==> config.mk <==
export PLATFORM = sky130hd
export DESIGN_NAME = text_console_put_char
export DESIGN_NICKNAME = d
export VERILOG_FILES = /design/src/hdl/tcp_pkg.sv /design/src/hdl/tcp_ram.sv /design/src/hdl/tcp_cursor.sv /design/src/hdl/text_console_put_char.sv
export SDC_FILE = /design/constraint.sdc
export NUM_CORES = 1
export LEC_CHECK = 0
export BUFFER_PORTS_ARGS = -buffer_cell sky130_fd_sc_hd__buf_4
export CELL_PAD_IN_SITES_DETAIL_PLACEMENT = 1
export CELL_PAD_IN_SITES_GLOBAL_PLACEMENT = 1
export CORE_MARGIN = 4
export CORE_UTILIZATION = 30
export CTS_CLUSTER_DIAMETER = 60
export DETAILED_ROUTE_END_ITERATION = 16
export PLACE_DENSITY_LB_ADDON = 0.1
export REMOVE_ABC_BUFFERS = 1
export SYNTH_ARGS = -nofsm -noshare
export SYNTH_HDL_FRONTEND = slang
export SYNTH_SLANG_ARGS = --single-unit
==> constraint.sdc <==
create_clock -name clk_i -period 3.76 [get_ports clk_i]
set_input_delay 0.188 -clock clk_i [delete_from_list [all_inputs] [get_ports clk_i]]
set_output_delay 0.188 -clock clk_i [all_outputs]
set_load 0.02 [all_outputs]
==> src/hdl/tcp_pkg.sv <==
// Shared constants, types and state codes of the text console.
`default_nettype none

package tcp_pkg;

  // Screen geometry
  localparam int COLUMNS = 80;
  localparam int ROWS    = 25;
  localparam int CELLS   = COLUMNS * ROWS;

  // Internal widths follow the geometry
  localparam int AW  = $clog2(CELLS);
  localparam int CW  = $clog2(COLUMNS);
  localparam int RW  = $clog2(ROWS);
  localparam int TCW = $clog2(COLUMNS + 8);
  localparam int RW1 = $clog2(ROWS + 1);

  // Fixed widths of the result fields
  localparam int LOC_W  = 11;
  localparam int COL_OW = 7;
  localparam int ROW_OW = 5;

  // Cell store
  localparam int          CELL_W    = 16;
  localparam logic [15:0] BLANK     = 16'h0F20;
  localparam int          COPY_LAST = (ROWS - 1) * COLUMNS - 1;

  // Character codes
  localparam logic [7:0] CH_BS    = 8'h08;
  localparam logic [7:0] CH_TAB   = 8'h09;
  localparam logic [7:0] CH_LF    = 8'h0A;
  localparam logic [7:0] CH_CR    = 8'h0D;
  localparam logic [7:0] CH_SPACE = 8'h20;
  localparam logic [7:0] CH_DEL   = 8'h7F;

  // Command modes
  localparam logic MODE_PUT   = 1'b0;
  localparam logic MODE_CLEAR = 1'b1;

  typedef struct packed {
    logic       mode;
    logic [7:0] char_code;
    logic [3:0] bg_color;
    logic [3:0] fg_color;
  } in_word_t;

  typedef struct packed {
    logic [LOC_W-1:0]  cursor_location;
    logic [COL_OW-1:0] cursor_column;
    logic [ROW_OW-1:0] cursor_row;
    logic              scrolled;
  } out_word_t;

  // Status from the cursor unit to the sequencer
  typedef struct packed {
    logic          wr_en;
    logic [AW-1:0] wr_addr;
    logic          scroll;
  } cur_stat_t;

  // Current cursor position
  typedef struct packed {
    logic [AW-1:0] loc;
    logic [CW-1:0] col;
    logic [RW-1:0] row;
  } cur_pos_t;

  typedef enum logic [2:0] {
    ST_FILL,
    ST_IDLE,
    ST_EXEC,
    ST_COPY_RD,
    ST_COPY_WR,
    ST_DONE
  } state_e;

endpackage

`default_nettype wire

==> src/hdl/tcp_ram.sv <==
// Generic single-write, single-read RAM with registered read data.
`default_nettype none

module tcp_ram #(
  parameter int WIDTH = 16,
  parameter int DEPTH = 2000
) (
  input  wire logic                     clk_i,
  input  wire logic                     we_i,
  input  wire logic [$clog2(DEPTH)-1:0] waddr_i,
  input  wire logic [WIDTH-1:0]         wdata_i,
  input  wire logic [$clog2(DEPTH)-1:0] raddr_i,
  output      logic [WIDTH-1:0]         rdata_o
);

  logic [WIDTH-1:0] mem_q [DEPTH];
  logic [WIDTH-1:0] rdata_q;

  // Write on enable, register the read word
  always_ff @(posedge clk_i) begin
    if (we_i) begin
      mem_q[waddr_i] <= wdata_i;
    end
    rdata_q <= mem_q[raddr_i];
  end

  assign rdata_o = rdata_q;

endmodule

`default_nettype wire

==> src/hdl/tcp_cursor.sv <==
// Cursor registers and next-position logic of the text console.
`default_nettype none

module tcp_cursor
  import tcp_pkg::*;
(
  input  wire logic     clk_i,
  input  wire logic     rst_ni,
  input  wire logic     upd_i,
  input  wire in_word_t cmd_i,
  output      cur_stat_t stat_o,
  output      cur_pos_t  pos_o
);

  logic [CW-1:0]  col_q, col_d;
  logic [RW-1:0]  row_q, row_d;
  logic [TCW-1:0] col_t;
  logic [RW1-1:0] row_t;
  logic [RW1-1:0] row_w;
  logic           printable;
  logic           scroll;

  assign printable = (cmd_i.char_code >= CH_SPACE) && (cmd_i.char_code <= CH_DEL);

  // Apply the control code or the advance
  always_comb begin
    col_t = TCW'(col_q);
    row_t = RW1'(row_q);
    priority if (cmd_i.char_code == CH_BS) begin
      if (col_q != '0) begin
        col_t = TCW'(col_q) - TCW'(1);
      end
    end else if (cmd_i.char_code == CH_TAB) begin
      col_t = (TCW'(col_q) + TCW'(8)) & ~TCW'(7);
    end else if (cmd_i.char_code == CH_CR) begin
      col_t = '0;
    end else if (cmd_i.char_code == CH_LF) begin
      col_t = '0;
      row_t = RW1'(row_q) + RW1'(1);
    end else if (printable) begin
      col_t = TCW'(col_q) + TCW'(1);
    end else begin
      col_t = TCW'(col_q);
    end
  end

  // Wrap past the last column, scroll past the last row
  always_comb begin
    row_w  = row_t;
    col_d  = CW'(col_t);
    if (col_t >= TCW'(COLUMNS)) begin
      col_d = '0;
      row_w = row_t + RW1'(1);
    end
    scroll = (row_w >= RW1'(ROWS));
    row_d  = scroll ? RW'(ROWS - 1) : RW'(row_w);
    if (cmd_i.mode == MODE_CLEAR) begin
      col_d  = '0;
      row_d  = '0;
      scroll = 1'b0;
    end
  end

  // Hold the cursor, advance it on update
  always_ff @(posedge clk_i or negedge rst_ni) begin
    if (!rst_ni) begin
      col_q <= '0;
      row_q <= '0;
    end else if (upd_i) begin
      col_q <= col_d;
      row_q <= row_d;
    end
  end

  assign stat_o.wr_en   = printable && (cmd_i.mode == MODE_PUT);
  assign stat_o.wr_addr = AW'(AW'(row_q) * AW'(COLUMNS)) + AW'(col_q);
  assign stat_o.scroll  = scroll;

  assign pos_o.loc = AW'(AW'(row_q) * AW'(COLUMNS)) + AW'(col_q);
  assign pos_o.col = col_q;
  assign pos_o.row = row_q;

endmodule

`default_nettype wire

==> src/hdl/text_console_put_char.sv <==
// Text console top level: sequencer, shared sweep adder, cell store and cursor.
// A put that does not scroll passes through ST_EXEC and ST_DONE; done_o is registered.
// A scroll copies each cell one row up, with a read state and a write state per cell, then
// blanks the bottom row in ST_FILL; a clear blanks every cell in ST_FILL.
// Throughput: busy drops with the done_o strobe, so the next word can start in that cycle.
// Reset: async, active low; all cells are blanked first; the receiver cannot stall.
`default_nettype none

module text_console_put_char
  import tcp_pkg::*;
(
  input  wire logic      clk_i,
  input  wire logic      rst_ni,
  input  wire logic      start,
  output      logic      busy,
  input  wire in_word_t  word_i,
  output      logic      done_o,
  output      out_word_t result_o
);

  state_e          state_q, state_d;
  logic [AW-1:0]   k_q, k_d;
  logic [AW-1:0]   add_b;
  logic [AW-1:0]   sum;
  logic            pend_q, pend_d;
  logic            scr_q, scr_d;
  logic            done_q;
  in_word_t        cmd_q;
  out_word_t       res_q;
  logic            accept;
  logic            upd;
  cur_stat_t       stat;
  cur_pos_t        pos;
  logic            ram_we;
  logic [AW-1:0]   ram_waddr;
  logic [CELL_W-1:0] ram_wdata;
  logic [CELL_W-1:0] ram_rdata;

  assign accept = start && !busy;

  // Shared sweep adder: source offset on reads, step otherwise
  assign add_b = (state_q == ST_COPY_RD) ? AW'(COLUMNS) : AW'(1);
  assign sum   = k_q + add_b;

  // Next state
  always_comb begin
    state_d = state_q;
    unique case (state_q)
      ST_FILL: begin
        if (k_q == AW'(CELLS - 1)) begin
          state_d = pend_q ? ST_DONE : ST_IDLE;
        end
      end
      ST_IDLE: begin
        if (start) begin
          state_d = ST_EXEC;
        end
      end
      ST_EXEC: begin
        priority if (cmd_q.mode == MODE_CLEAR) begin
          state_d = ST_FILL;
        end else if (stat.scroll) begin
          state_d = ST_COPY_RD;
        end else begin
          state_d = ST_DONE;
        end
      end
      ST_COPY_RD: state_d = ST_COPY_WR;
      ST_COPY_WR: begin
        state_d = (k_q == AW'(COPY_LAST)) ? ST_FILL : ST_COPY_RD;
      end
      ST_DONE: state_d = ST_IDLE;
      default: state_d = ST_IDLE;
    endcase
  end

  // Outputs of the sequencer: store port, cursor update, sweep counter
  always_comb begin
    ram_we    = 1'b0;
    ram_waddr = k_q;
    ram_wdata = BLANK;
    upd       = 1'b0;
    k_d       = k_q;
    pend_d    = pend_q;
    scr_d     = scr_q;
    unique case (state_q)
      ST_FILL: begin
        ram_we = 1'b1;
        k_d    = sum;
      end
      ST_IDLE: begin
        if (start) begin
          pend_d = 1'b1;
        end
      end
      ST_EXEC: begin
        ram_we    = stat.wr_en;
        ram_waddr = stat.wr_addr;
        ram_wdata = {cmd_q.bg_color, cmd_q.fg_color, cmd_q.char_code};
        upd       = 1'b1;
        scr_d     = stat.scroll;
        k_d       = '0;
      end
      ST_COPY_RD: begin
        k_d = k_q;
      end
      ST_COPY_WR: begin
        ram_we    = 1'b1;
        ram_wdata = ram_rdata;
        k_d       = sum;
      end
      ST_DONE: begin
        pend_d = 1'b0;
      end
      default: begin
        k_d = k_q;
      end
    endcase
  end

  // Control registers
  always_ff @(posedge clk_i or negedge rst_ni) begin
    if (!rst_ni) begin
      state_q <= ST_FILL;
      k_q     <= '0;
      pend_q  <= 1'b0;
      scr_q   <= 1'b0;
      done_q  <= 1'b0;
    end else begin
      state_q <= state_d;
      k_q     <= k_d;
      pend_q  <= pend_d;
      scr_q   <= scr_d;
      done_q  <= (state_q == ST_DONE);
    end
  end

  // Capture the command word, build the result word
  always_ff @(posedge clk_i) begin
    if (accept) begin
      cmd_q <= word_i;
    end
    if (state_q == ST_DONE) begin
      res_q.cursor_location <= LOC_W'(pos.loc);
      res_q.cursor_column   <= COL_OW'(pos.col);
      res_q.cursor_row      <= ROW_OW'(pos.row);
      res_q.scrolled        <= scr_q;
    end
  end

  tcp_cursor u_cursor (
    .clk_i  (clk_i),
    .rst_ni (rst_ni),
    .upd_i  (upd),
    .cmd_i  (cmd_q),
    .stat_o (stat),
    .pos_o  (pos)
  );

  tcp_ram #(
    .WIDTH (CELL_W),
    .DEPTH (CELLS)
  ) u_cells (
    .clk_i   (clk_i),
    .we_i    (ram_we),
    .waddr_i (ram_waddr),
    .wdata_i (ram_wdata),
    .raddr_i (sum),
    .rdata_o (ram_rdata)
  );

  assign busy     = (state_q != ST_IDLE);
  assign done_o   = done_q;
  assign result_o = res_q;

endmodule

`default_nettype wire

* Word level (Yosys, flattened, before mapping)
Index checks and enable logic that the tools add are counted.
** Storage, ports and cells
- Flip-flop bits (word level) :: 62
- Input port bits :: 20
- Output and inout bits :: 26
** Operators by class
- Add/subtract/negate cells :: 7
- $mul :: 1
- Magnitude comparators :: 4
- Equality and inequality tests :: 14
- Multiplexer cells :: 28
- Reductions and logical operators :: 10
** Operators with widths (number)
- two-way mux 7 bit :: 9
- two-way mux 5 bit :: 7
- == test 8 x 4 -> 1 bit, second input constant :: 4
- adder 11 x 7 -> 11 bit :: 2
- == test 11 bit, second input constant :: 2
- case mux 11 bit (2 select lines) :: 1
- two-way mux 3 bit :: 5
- case mux 3 bit (5 select lines) :: 1
- adder 5 x 1 -> 5 bit, second input constant :: 2
- greater-or-equal comparator 8 x 6 -> 1 bit, second input constant :: 1
- <= comparator 8 x 7 -> 1 bit, second input constant :: 1
- adder 7 x 1 -> 7 bit, second input constant :: 1
- adder 7 x 4 -> 7 bit, second input constant :: 1
- greater-or-equal comparator 7 bit, second input constant :: 1
- multiplier 5 x 3 -> 7 bit, second input constant :: 1
- nonzero test 7 bit :: 1
- subtractor 7 x 1 -> 7 bit, second input constant :: 1
- == test 3 x 2 -> 1 bit, second input constant :: 2
- == test 3 bit, second input constant :: 2
- greater-or-equal comparator 5 bit, second input constant :: 1
- inequality test 2 bit, second input constant :: 2
- AND reduction 2 bit :: 2
- nonzero test 2 bit :: 2
- == test 3 x 1 -> 1 bit, second input constant :: 1
- other kinds (8) :: 11

* Logic depth before layout (Yosys ltp)
Gate-level depths: netlist of the first run.
- Depth in word-level cells :: 14
- Mapped depth :: 13

* By module
Synthesis of the first run repeated with hierarchy kept, for this count alone.
** Second synthesis, totals
- Cell total of the unflattened synthesis :: 407
- Area total of the unflattened synthesis :: 4310.4 um2
** Modules (own cells, without submodules)
- text_console_put_char :: times used 1, cells each 151, area each 2212.1 um2, seq. area each 1656.6 um2
- tcp_cursor :: times used 1, cells each 256, area each 2098.3 um2, seq. area each 300.3 um2

* Worst setup path after synthesis of the first run
OpenSTA, ideal clock, no wires.
- Kind :: flip-flop to flip-flop
- Start :: register cmd_q[13] (netlist name)
- End :: register state_q[1]
- Setup time :: 121 ps
- Arrival :: 2877 ps
- Data required time :: 3639 ps
- Setup slack :: 762 ps
- Stages on the path, launching flop included :: 13
- Buffers on the path :: 2
- Period minus slack after synthesis :: 2998 ps
- Cells stage by stage :: edfxtp_1 -> or4b_1 -> buf_2 -> nor3_1 -> buf_2 -> xnor2_1 -> ha_1 -> xnor2_1 -> a31oi_1 -> a211oi_1 -> nand3_1 -> o221a_4 -> a22o_1
** On the way
- Word-level cells in the longest chain between the ends :: 14
- Elaborated cells between the ends (all ways) :: 24
- Classes of those cells :: 1 x add/sub; 4 x order compare; 4 x eq/ne; 14 x mux; 1 x reduce/logical
** RTL lines
- start: declaration :: RTL line text_console_put_char.sv:28 : in_word_t cmd_q;
- start signal: assignment :: RTL line text_console_put_char.sv:141 : cmd_q <= word_i;
- greater-or-equal comparator 8 x 6 -> 1 bit / <= comparator 8 x 7 -> 1 bit (equally long branches) :: RTL line tcp_cursor.sv:23 : assign printable = (cmd_i.char_code >= CH_SPACE) && (cmd_i.char_code <= CH_DEL);
- logical AND 1 bit :: RTL line tcp_cursor.sv:23
- two-way mux 7 bit :: RTL line tcp_cursor.sv:40 : end else if (printable) begin
- two-way mux 7 bit :: RTL line tcp_cursor.sv:37 : end else if (cmd_i.char_code == CH_LF) begin
- two-way mux 7 bit :: RTL line tcp_cursor.sv:35 : end else if (cmd_i.char_code == CH_CR) begin
- two-way mux 7 bit :: RTL line tcp_cursor.sv:33 : end else if (cmd_i.char_code == CH_TAB) begin
- two-way mux 7 bit :: RTL line tcp_cursor.sv:29 : priority if (cmd_i.char_code == CH_BS) begin
- greater-or-equal comparator 7 bit :: RTL line tcp_cursor.sv:51 : if (col_t >= TCW'(COLUMNS)) begin
- two-way mux 5 bit * :: RTL line tcp_cursor.sv:51
- greater-or-equal comparator 5 bit * :: RTL line tcp_cursor.sv:55 : scroll = (row_w >= RW1'(ROWS));
- two-way mux 1 bit * :: RTL line tcp_cursor.sv:57 : if (cmd_i.mode == MODE_CLEAR) begin
- two-way mux 3 bit * :: RTL line text_console_put_char.sv:62 : end else if (stat.scroll) begin
- two-way mux 3 bit * :: RTL line text_console_put_char.sv:60 : priority if (cmd_q.mode == MODE_CLEAR) begin
- case mux 3 bit (5 select lines) * :: RTL line text_console_put_char.sv:48 : unique case (state_q)
- end signal: assignment :: RTL line text_console_put_char.sv:130 : state_q <= state_d;
- end: declaration :: RTL line text_console_put_char.sv:21 : state_e state_q, state_d;
Mark *: on every way between the ends. The rest lies on a longest branch, timed or not.
A chain may end at the register's enable or synchronous reset.

* Final worst setup path of the first run
- Start :: register cmd_q[13] (netlist name)
- End :: register u_cursor.col_q[3]
** On the way
- Word-level cells in the longest chain between the ends :: 10
- Elaborated cells between the ends (all ways) :: 15
- Classes of those cells :: 3 x order compare; 4 x eq/ne; 7 x mux; 1 x reduce/logical
** RTL lines
- greater-or-equal comparator 8 x 6 -> 1 bit / <= comparator 8 x 7 -> 1 bit (equally long branches) :: RTL line tcp_cursor.sv:23
- logical AND 1 bit :: RTL line tcp_cursor.sv:23
- two-way mux 7 bit :: RTL line tcp_cursor.sv:40
- two-way mux 7 bit :: RTL line tcp_cursor.sv:37
- two-way mux 7 bit :: RTL line tcp_cursor.sv:35
- two-way mux 7 bit :: RTL line tcp_cursor.sv:33
- two-way mux 7 bit * :: RTL line tcp_cursor.sv:29
- greater-or-equal comparator 7 bit :: RTL line tcp_cursor.sv:51
- two-way mux 7 bit * :: RTL line tcp_cursor.sv:51
- two-way mux 7 bit * :: RTL line tcp_cursor.sv:57
- end signal: assignment :: RTL line tcp_cursor.sv:70 : col_q <= col_d;
- end: declaration :: RTL line tcp_cursor.sv:15 : logic [CW-1:0] col_q, col_d;
Marked as above.

==> impl_metrics.csv, run 1 <==
group,metric,value,unit
outcome,status,"finished, final reports clean",
route,drc,0,
logic_synthesis,synth_edf_count,29,
route,drt_pass1_iterations,4,
clock_tree,cts_resized,0,
timing,max_freq,0.3052,GHz
clock_tree,cts.reportedPaths.clkPinSlew,0.05,ns
final_layout,syn_to_final_growth,19.83,%
logic_synthesis,syn-instance-count,355,
worst_setup_path,cp_num_cells,8,
power_and_ir_drop,powerDensity,352.5,nW/um^2
power_and_ir_drop,p_seq_share,44.6,%
worst_setup_path,cp_num_buf_inv,0,
power_and_ir_drop,ir_drop,0.2196,mV
clock_tree,root_buffer,"clkbuf_16",
timing,period_minus_slack,3.276,ns
worst_setup_path,cp-start-kind,"flop",
clock_tree,cts_setup_buffers,0,
final_layout,fin_nets,434,
placed_design,dpl.hpwl,6562,um
power_and_ir_drop,p_sw_share,19.60,%
power_and_ir_drop,p_sw,0.2920,mW
clock_tree,insertion_delay,0.33,ns
placed_design,placed_cell_area,3928,um^2
logic_synthesis,ys_warn_count,0,
logic_synthesis,synth.cell_area,3527,um^2
worst_setup_path,r2r-start,"cmd_q[13]",
worst_setup_path,worst_path_max_delay_cell,"or4b_1",
logic_synthesis,synth_area_per_cell,9.936,um^2
logic_synthesis,ys_ff_latch,58,
final_layout,drive_gt1_share,16.16,%
worst_setup_path,end_kind,"flop",
final_layout,fillers,1279,
route,drtIter0Drc,69,
grt,grt_pass1_wl,15200,um
clock_tree,clock-sinks,58,
worst_setup_path,cp_common_cell,"and2_1",
power_and_ir_drop,power_frac_comb,1.1,%
clock_tree,cts_buffer_depth,2,
logic_synthesis,ys.flop_type,"edfxtp_1",
die,die_w,116.4,um
grt,overflow,0,
route,wl_met3,314,um
timing,max_slew.worst_pin.slew,0.8009,ns
worst_setup_path,setup.worst_path.end,"u_cursor.col_q[3]",
timing,rsz0062_at_grt,"no",
route,vias_per_cell,5.224,
route,drt-met1-wl,4415,um
timing,clock_skew,0.005334,ns
route,dr_wl_met2,4117,um
clock_tree,htree_levels,3,
clock_tree,cts_tree,"done",
power_and_ir_drop,p_int,1.198,mW
route,ant_nets,0,
grt,grt_use_total,14.56,%
timing,totalNegativeSetupSlack,0,ns
route,vias,2816,
final_layout,fin_area,4227,um^2
worst_setup_path,reg2reg_to,"u_cursor.col_q[3]",
worst_setup_path,slowest_delay,0.74,ns
timing,slew_violations,0,
die,die_h,116.4,um
final_layout,final_cell_mix,"42 x buf_4, 32 x nand2_1, 29 x edfxtp_1, 29 x dfrtp_1, 25 x nor2_1",
die,die-area,13560,um^2
grt,grt_max_degree,30,
die,coreArea,11470,um^2
worst_setup_path,setup.worst_path.start,"cmd_q[13]",
route,top_layer_used,"met4",
timing,period_share,87.13,%
timing,maxSlewHeadroom,46.41,%
grt,first_global_vias,2925,
worst_setup_path,cpLargestDelayFamily,"simple AND/OR/NAND/NOR gates",
die,io_pins,46,
power_and_ir_drop,p_leak,1.753,nW
timing,finalHoldViolCount,0,
worst_setup_path,critPathKind,"flop to flop",
logic_synthesis,ys_async_sr_fraction,50.00,%
worst_setup_path,r2r_cells,8,
die,start_util,30.76,%
clock_tree,cts-hold-fix-buffers,1,
power_and_ir_drop,clockPowerShare,54.3,%
logic_synthesis,synth.distinct_cells,61,
worst_setup_path,path_max_fanout,8,
grt,grt_antenna_before_repair,0,
route,finalWirelength,9038,um
final_layout,final_common_cell,"buf_4",
worst_setup_path,rrSetupSlack,0.48,ns
final_layout,n_antenna_cell,0,
die,rows,39,
placed_design,routabilityCongestion,0.8055,
clock_tree,numCtsBuffers,9,
worst_setup_path,cp.arrival,3.49,ns
min_path,hold_class,"primary input to flop",
timing,setup_viol,0,
logic_synthesis,synth-seq-area-share,45.26,%
worst_setup_path,cp_cell_sequence,"or4b_1 > nor4_4 > and2_1 > a221o_1 > a21o_1 > and2_1 > nor2_1 > a32o_1",
worst_setup_path,required,3.98,ns
run,cap_viol_max_count,0,
route,wire_per_inst,16.77,um
placed_design,port_buffers,37,
## stage by stage
| step | std cells | util (%) | power, mW | hold slack, ns | setup slack, ns |
|---|---|---|---|---|---|
| CTS | 539 | 36.86 | 1.508 | 0.02265 | 0.4938 |
| detailed placement | 522 | 34.25 | 0.6931 | 0.1533 | 0.5056 |
| global placement | 522 | 34.25 | 0.6927 | 0.1478 | 0.5574 |
| finish | 539 | 36.86 | 1.490 | 0.03132 | 0.4838 |
| global route | 539 | 36.86 | 1.548 | 0.01925 | 0.3043 |
| floorplan | 337 | - | 0.6771 | -0.1076 | 0.3199 |
## power groups by stage
stage | registers [mW] | logic (mW) | clock network, mW
floorplan | 0.677 | 0.000545 | 0
global placement | 0.676 | 0.0162 | 0
detailed placement | 0.676 | 0.0167 | 0
CTS | 0.665 | 0.0176 | 0.826
global route | 0.664 | 0.0191 | 0.865
finish | 0.665 | 0.0166 | 0.808
## flip-flops by register name (all words and copies together) (netlist names)
signal / cells
cmd_q: 9
done_o: 1
pend_q: 1
k_q: 11
u_cursor.col_q: 7
state_q: 3
u_cursor.row_q: 5
result_o: 20
scr_q: 1
## synthesized netlist by cell type (7+ instances only)
| library cell | number | share of area, % |
|---|---|---|
| nand3_1 | 20 | 2.8 |
| nand2b_1 | 7 | 1.2 |
| ha_1 | 21 | 7.4 |
| a21oi_1 | 14 | 2.0 |
| nand2_1 | 32 | 3.4 |
| a31oi_1 | 8 | 1.4 |
| xor2_1 | 7 | 1.7 |
| dfrtp_1 | 29 | 21 |
| o21ai_0 | 21 | 3.0 |
| nor2_1 | 25 | 2.7 |
| inv_1 | 21 | 2.2 |
| nor3_1 | 7 | 0.99 |
| edfxtp_1 | 29 | 25 |
| xnor2_1 | 11 | 2.7 |
| clkbuf_1 | 9 | 0.96 |
## worst min-delay path by stage
stage               start   endpoint  slack (ns)  cells past startpoint
6_report       word_i[11]  cmd_q[11]        0.03                      1
4_1_cts        word_i[15]  cmd_q[15]        0.02                      1
3_3_place_gp       rst_ni     done_o        0.15                      1
5_1_grt        word_i[11]  cmd_q[11]        0.02                      1
2_1_floorplan      rst_ni     done_o       -0.11                      0
3_5_place_dp       rst_ni     done_o        0.15                      1
## cell type report
| class | instances | area (um^2) | share of cell area (%) |
|---|---|---|---|
| clock buffers | 12 | 246.5 | 5.832 |
| clock inverters | 4 | 42.54 | 1.007 |
| inverters | 21 | 78.83 | 1.865 |
| multi-input cells | 258 | 1758 | 41.59 |
| flip-flops and latches | 58 | 1597 | 37.77 |
| well taps | 143 | 178.9 | 4.233 |
| repair buffers | 43 | 325.3 | 7.697 |
## cell families (layout without fill, tap and decap cells)
| family | count (synthesis) | in the layout | synth area share [%] |
|---|---|---|---|
| and+or+nand+nor | 129 | 129 | 19.23 |
| AOI/OAI and AO/OA | 83 | 83 | 16.14 |
| DFF | 58 | 58 | 45.26 |
| buffers and inverters | 39 | 80 | 4.895 |
| adders and majority gates | 23 | 23 | 8.585 |
| xor gates and xnor gates | 18 | 18 | 4.470 |
| muxes | 5 | 5 | 1.419 |
## per-layer routing
metal / global-route usage, % / up-vias
li1: - / 1379
met1: 19.62 / 1373
met2: 22.62 / 52
met3: 2.539 / 12
met4: 7.115 / 0
met5: 0 / -
Power figures use the tool's default switching activity.
==> run 2: changes to the inputs <==
--- a/config.mk
+++ b/config.mk
@@ -12,7 +12,7 @@
 export CORE_UTILIZATION = 30
 export CTS_CLUSTER_DIAMETER = 60
 export DETAILED_ROUTE_END_ITERATION = 16
-export PLACE_DENSITY_LB_ADDON = 0.1
+export PLACE_DENSITY_LB_ADDON = 0.25
 export REMOVE_ABC_BUFFERS = 1
 export SYNTH_ARGS = -nofsm -noshare
 export SYNTH_HDL_FRONTEND = slang
==> run 2 against run 1 <==
Non-clock buffer count fell by 2. Clock power rose by 5.6%. Largest power group unchanged. Sequential power is essentially flat. Total power is 2.9% higher. Critical endpoint is now u_cursor.row_q[0].
==> impl_metrics.csv, run 2 (same netlist as run 1, synthesis figures left out) <==
group,metric,value,unit
timing,setup_viol,0,
clock_tree,root_buffer,"clkbuf_16",
clock_tree,clock-sinks,58,
outcome,status,"finished, final reports clean",
min_path,holdPathEnd,"cmd_q[10]",
clock_tree,cts_setup_buffers,0,
route,drt_pass1_iterations,4,
worst_setup_path,r2r_cells,12,
route,wire_per_inst,16.28,um
worst_setup_path,required,3.97,ns
worst_setup_path,path_max_fanout,12,
final_layout,fin_util,37.06,%
power_and_ir_drop,p_total,1.534,mW
power_and_ir_drop,ir_drop,0.1684,mV
run,cap_viol_max_count,0,
route,vias_per_cell,5.229,
final_layout,fin_nets,432,
placed_design,dpl.hpwl,6482,um
clock_tree,htree_levels,3,
min_path,hold_class,"primary input to flop",
clock_tree,insertion_delay,0.32,ns
die,io_pins,46,
timing,max_slew.worst_pin.slew,1.132,ns
min_path,worst_hold_startpoint,"word_i[10]",
timing,totalNegativeSetupSlack,0,ns
grt,overflow,0,
placed_design,dp_slack,0.5087,ns
die,rows,39,
timing,maxSlewHeadroom,24.53,%
timing,setup_slack,0.4383,ns
die,die_w,116.4,um
die,start_util,30.76,%
final_layout,n_antenna_cell,0,
worst_setup_path,r2r-start,"cmd_q[13]",
route,drc,0,
placed_design,dp_cells,520,
worst_setup_path,critPathKind,"flop to flop",
timing,slew_violations,0,
power_and_ir_drop,powerDensity,360.8,nW/um^2
grt,first_global_vias,2920,
grt,grt_antenna_before_repair,0,
timing,period_minus_slack,3.322,ns
final_layout,largest_reg_flops,20,
timing,clock_skew,0.006943,ns
worst_setup_path,cp_cell_sequence,"or4b_1 > nor3_1 > buf_4 > nand2_1 > o21ai_0 > ha_1 > xnor2_1 > a31oi_1 > a211oi_1 > nand3_1 > o221a_4 > o32ai_1",
worst_setup_path,cp.arrival,3.53,ns
final_layout,drive_gt1_share,16.75,%
route,vias,2808,
die,die_h,116.4,um
final_layout,final_common_cell,"buf_4",
placed_design,port_buffers,37,
worst_setup_path,cp_num_buf_inv,1,
worst_setup_path,cpLargestDelayFamily,"simple AND/OR/NAND/NOR gates",
clock_tree,cts_resized,0,
route,drtIter0Drc,107,
worst_setup_path,reg2reg_to,"u_cursor.row_q[0]",
clock_tree,cts.reportedPaths.clkPinSlew,0.05,ns
route,finalWirelength,8745,um
final_layout,syn_to_final_growth,20.50,%
placed_design,routabilityCongestion,0.8204,
worst_setup_path,cp-start-kind,"flop",
timing,finalHoldViolCount,0,
worst_setup_path,slowest_delay,0.73,ns
worst_setup_path,end_kind,"flop",
clock_tree,numCtsBuffers,9,
grt,grt_use_total,13.92,%
min_path,holdPathStages,1,
clock_tree,cts-hold-fix-buffers,1,
final_layout,instances_no_fill,537,
clock_tree,cts_buffer_depth,2,
timing,max_freq,0.3010,GHz
die,die-area,13560,um^2
grt,grt_pass1_wl,14740,um
worst_setup_path,rrSetupSlack,0.44,ns
route,ant_nets,0,
timing,rsz0062_at_grt,"no",
power_and_ir_drop,p_leak,1.765,nW
final_layout,final_cell_mix,"40 x buf_4, 32 x nand2_1, 29 x edfxtp_1, 29 x dfrtp_1, 25 x nor2_1",
die,coreArea,11470,um^2
grt,grt_max_degree,30,
worst_setup_path,worst_path_max_delay_cell,"or4b_1",
timing,period_share,88.34,%
clock_tree,cts_tree,"done",
[run 2: how the worst max path moves through the flow]
| stage | startpoint | to | slack [ns] | cells after the start |
|---|---|---|---|---|
| floorplan | cmd_q[13] | state_q[1] | 0.32 | 10 |
| global placement | cmd_q[13] | u_cursor.row_q[0] | 0.58 | 8 |
| detailed placement | cmd_q[13] | u_cursor.row_q[0] | 0.51 | 8 |
| CTS | cmd_q[13] | u_cursor.row_q[0] | 0.50 | 8 |
| global route | cmd_q[13] | u_cursor.row_q[0] | 0.24 | 12 |
| finish | cmd_q[13] | u_cursor.row_q[0] | 0.44 | 12 |
[run 2: power by group]
part	internal (mW)	total [mW]	switching (mW)
registers	0.665	0.665	0
logic	0.00801	0.0164	0.00836
clock network	0.566	0.853	0.287
[run 2: layout make-up]
class,count,area (um^2)
fillers,1298,7217
well taps,143,178.9
inverters,21,78.83
clock inverters,4,27.53
multi-input cells,258,1758
flip-flops and latches,58,1597
repair buffers,41,310.3
clock buffers,12,300.3
[run 2: per-layer routing]
layer,wire length [um],part of all wire (%),up-vias,track usage (%)
met5,0,0,-,0
met4,130,1.5,0,4.950
met3,422,4.8,12,3.627
met2,4181,48,55,22.73
met1,4011,46,1366,17.83
li1,-,-,1375,-
[run 2: through the flow]
stage | cell area, um^2 | hold WS [ns]
finish | 4250 | 0.03752
global route | 4250 | 0.02049
CTS | 4250 | 0.02274
detailed placement | 3913 | 0.1474
global placement | 3913 | 0.1415
floorplan | 3433 | -0.1076
[run 2: worst register-to-register path, stage by stage (launching register included)]
cell and delay [ns]:
edfxtp_1 0.40, or4b_1 0.73, nor3_1 0.25, buf_4 0.22, nand2_1 0.07, o21ai_0 0.14
ha_1 0.31, xnor2_1 0.17, a31oi_1 0.07, a211oi_1 0.28, nand3_1 0.13, o221a_4 0.16
o32ai_1 0.30
==> run 3: changes to the inputs <==
==> constraint.sdc (replaced) <==
create_clock -name clk_i -period 3.3 [get_ports clk_i]
set_input_delay 0.165 -clock clk_i [delete_from_list [all_inputs] [get_ports clk_i]]
set_output_delay 0.165 -clock clk_i [all_outputs]
set_load 0.02 [all_outputs]
==> run 3 against run 2 <==
Via count rose by 2.5%. Non-clock buffer count rose by 10. First-iteration DRC count fell by 24%. Global-route usage rose by 0.28 points. Clock power rose by 17%. Clock skew fell by 0.00069 ns. Largest cell class unchanged.
==> impl_metrics.csv, run 3 (same netlist as run 1, synthesis figures left out) <==
group,metric,value,unit
final_layout,syn_to_final_growth,22.74,%
clock_tree,numCtsBuffers,9,
grt,first_global_vias,3031,
die,coreArea,11470,um^2
timing,clock_skew,0.006254,ns
timing,maxSlewHeadroom,26.43,%
clock_tree,cts.reportedPaths.clkPinSlew,0.05,ns
final_layout,drive_gt1_share,18.32,%
clock_tree,root_buffer,"clkbuf_16",
grt,grt_pass1_wl,15080,um
die,rows,39,
clock_tree,cts_tree,"done",
run,cap_viol_max_count,0,
worst_setup_path,path_max_fanout,8,
route,drtIter0Drc,81,
placed_design,dp_slack,0.1277,ns
worst_setup_path,rrSetupSlack,0.29,ns
clock_tree,cts_buffer_depth,2,
final_layout,final_cell_mix,"47 x buf_4, 32 x nand2_1, 29 x edfxtp_1, 29 x dfrtp_1, 25 x nor2_1",
route,wire_per_inst,16.58,um
power_and_ir_drop,ir_drop,0.2883,mV
worst_setup_path,setup.worst_path.end,"u_cursor.row_q[1]",
outcome,status,"finished, final reports clean",
final_layout,final_common_cell,"buf_4",
timing,period_minus_slack,3.007,ns
timing,max_freq,0.3326,GHz
timing,setup_slack,0.2933,ns
worst_setup_path,required,3.53,ns
worst_setup_path,cp.arrival,3.24,ns
grt,grt_max_degree,30,
timing,slew_violations,0,
route,vias,2878,
route,drt_pass1_iterations,4,
worst_setup_path,critPathKind,"flop to flop",
min_path,hold_class,"primary input to flop",
grt,grt_antenna_before_repair,0,
timing,max_slew.worst_pin.slew,1.104,ns
power_and_ir_drop,p_leak,1.799,nW
worst_setup_path,r2r_cells,12,
clock_tree,clock-sinks,58,
power_and_ir_drop,p_total,1.778,mW
worst_setup_path,setup.worst_path.start,"cmd_q[13]",
placed_design,dpl.hpwl,6620,um
final_layout,largest_reg_flops,20,
timing,totalNegativeSetupSlack,0,ns
route,drc,0,
grt,overflow,0,
clock_tree,htree_levels,3,
timing,hold_slack,0.01249,ns
die,start_util,30.76,%
worst_setup_path,cp-start-kind,"flop",
final_layout,n_antenna_cell,0,
worst_setup_path,end_kind,"flop",
placed_design,port_buffers,37,
route,finalWirelength,9068,um
worst_setup_path,r2r-start,"cmd_q[13]",
timing,finalHoldViolCount,0,
die,io_pins,46,
placed_design,routabilityCongestion,0.8004,
route,vias_per_cell,5.261,
route,ant_nets,0,
placed_design,placed_cell_area,3958,um^2
die,die-area,13560,um^2
final_layout,fin_nets,442,
die,die_h,116.4,um
timing,period_share,91.11,%
timing,setup_viol,0,
worst_setup_path,reg2reg_to,"u_cursor.row_q[1]",
final_layout,fin_area,4329,um^2
clock_tree,insertion_delay,0.33,ns
grt,grt_use_total,14.19,%
die,die_w,116.4,um
power_and_ir_drop,powerDensity,410.7,nW/um^2
[run 3: cell count changes in the layout (fill, tap and decap cells not counted), sizes merged]
cell | previous run | this run
clkinv | 4 | 2
clkinvlp | 0 | 2
clkbuf | 12 | 9
buf | 40 | 47
dlygate4sd3 | 1 | 4
bufinv | 0 | 2
inv | 21 | 22
[run 3: power by group]
group	total [mW]	switching (mW)	leakage (nW)	internal, mW
clock	0.999	0.341	0.149	0.659
sequential	0.757	0	0.594	0.757
combinational	0.0216	0.0101	1.06	0.0114
[run 3: worst min-delay path by stage]
stage	endpoint	depth (start not counted)	slack (ns)	startpoint
floorplan	done_o	0	-0.13	rst_ni
global placement	k_q[7]	1	0.12	rst_ni
detailed placement	k_q[7]	1	0.13	rst_ni
CTS	cmd_q[8]	1	0.00009	word_i[8]
global route	cmd_q[9]	1	0.001	word_i[9]
finish	cmd_q[10]	1	0.01	word_i[10]
[run 3: per-stage QoR]
step                util, %  std cells
floorplan                 -        337
global placement      34.51        526
detailed placement    34.51        526
CTS                   37.37        543
global route          37.75        547
finish                37.75        547
[run 3: area by class of cell]
cell class / instances / area (um^2)
Sequential cell: 58 / 1597
Clock buffer: 9 / 225.2
Timing Repair Buffer: 51 / 392.9
Fill cell: 1294 / 7138
Multi-Input combinational cell: 258 / 1764
Tap cell: 143 / 178.9
Inverter: 21 / 78.83
Clock inverter: 7 / 92.59
[run 3: routing by layer]
| metal | wire, um | GRT usage (%) | vias to the layer above |
|---|---|---|---|
| met2 | 4511 | 24.41 | 45 |
| met3 | 312 | 3.005 | 10 |
| met5 | 0 | 0 | - |
| met1 | 4129 | 17.82 | 1431 |
| li1 | - | - | 1392 |
| met4 | 114 | 4.486 | 0 |
[run 3: critical path: stages (launching register included)]
cell	delay (ns)
edfxtp_1	0.41
or4b_4	0.62
nor3_1	0.20
buf_4	0.16
nand2_1	0.05
o21ai_0	0.10
ha_2	0.27
xnor2_1	0.16
a31oi_1	0.08
a211oi_1	0.28
nand3_1	0.14
o221a_4	0.17
o32ai_1	0.25
[run 3: what timing repair did]
action | CTS | global route
buffers inserted | 0 | 1
gates resized for setup | 0 | 2
setup endpoints to repair | 0 | 6
hold buffers | 1 | 3
endpoints found under the hold margin | 29 | 3
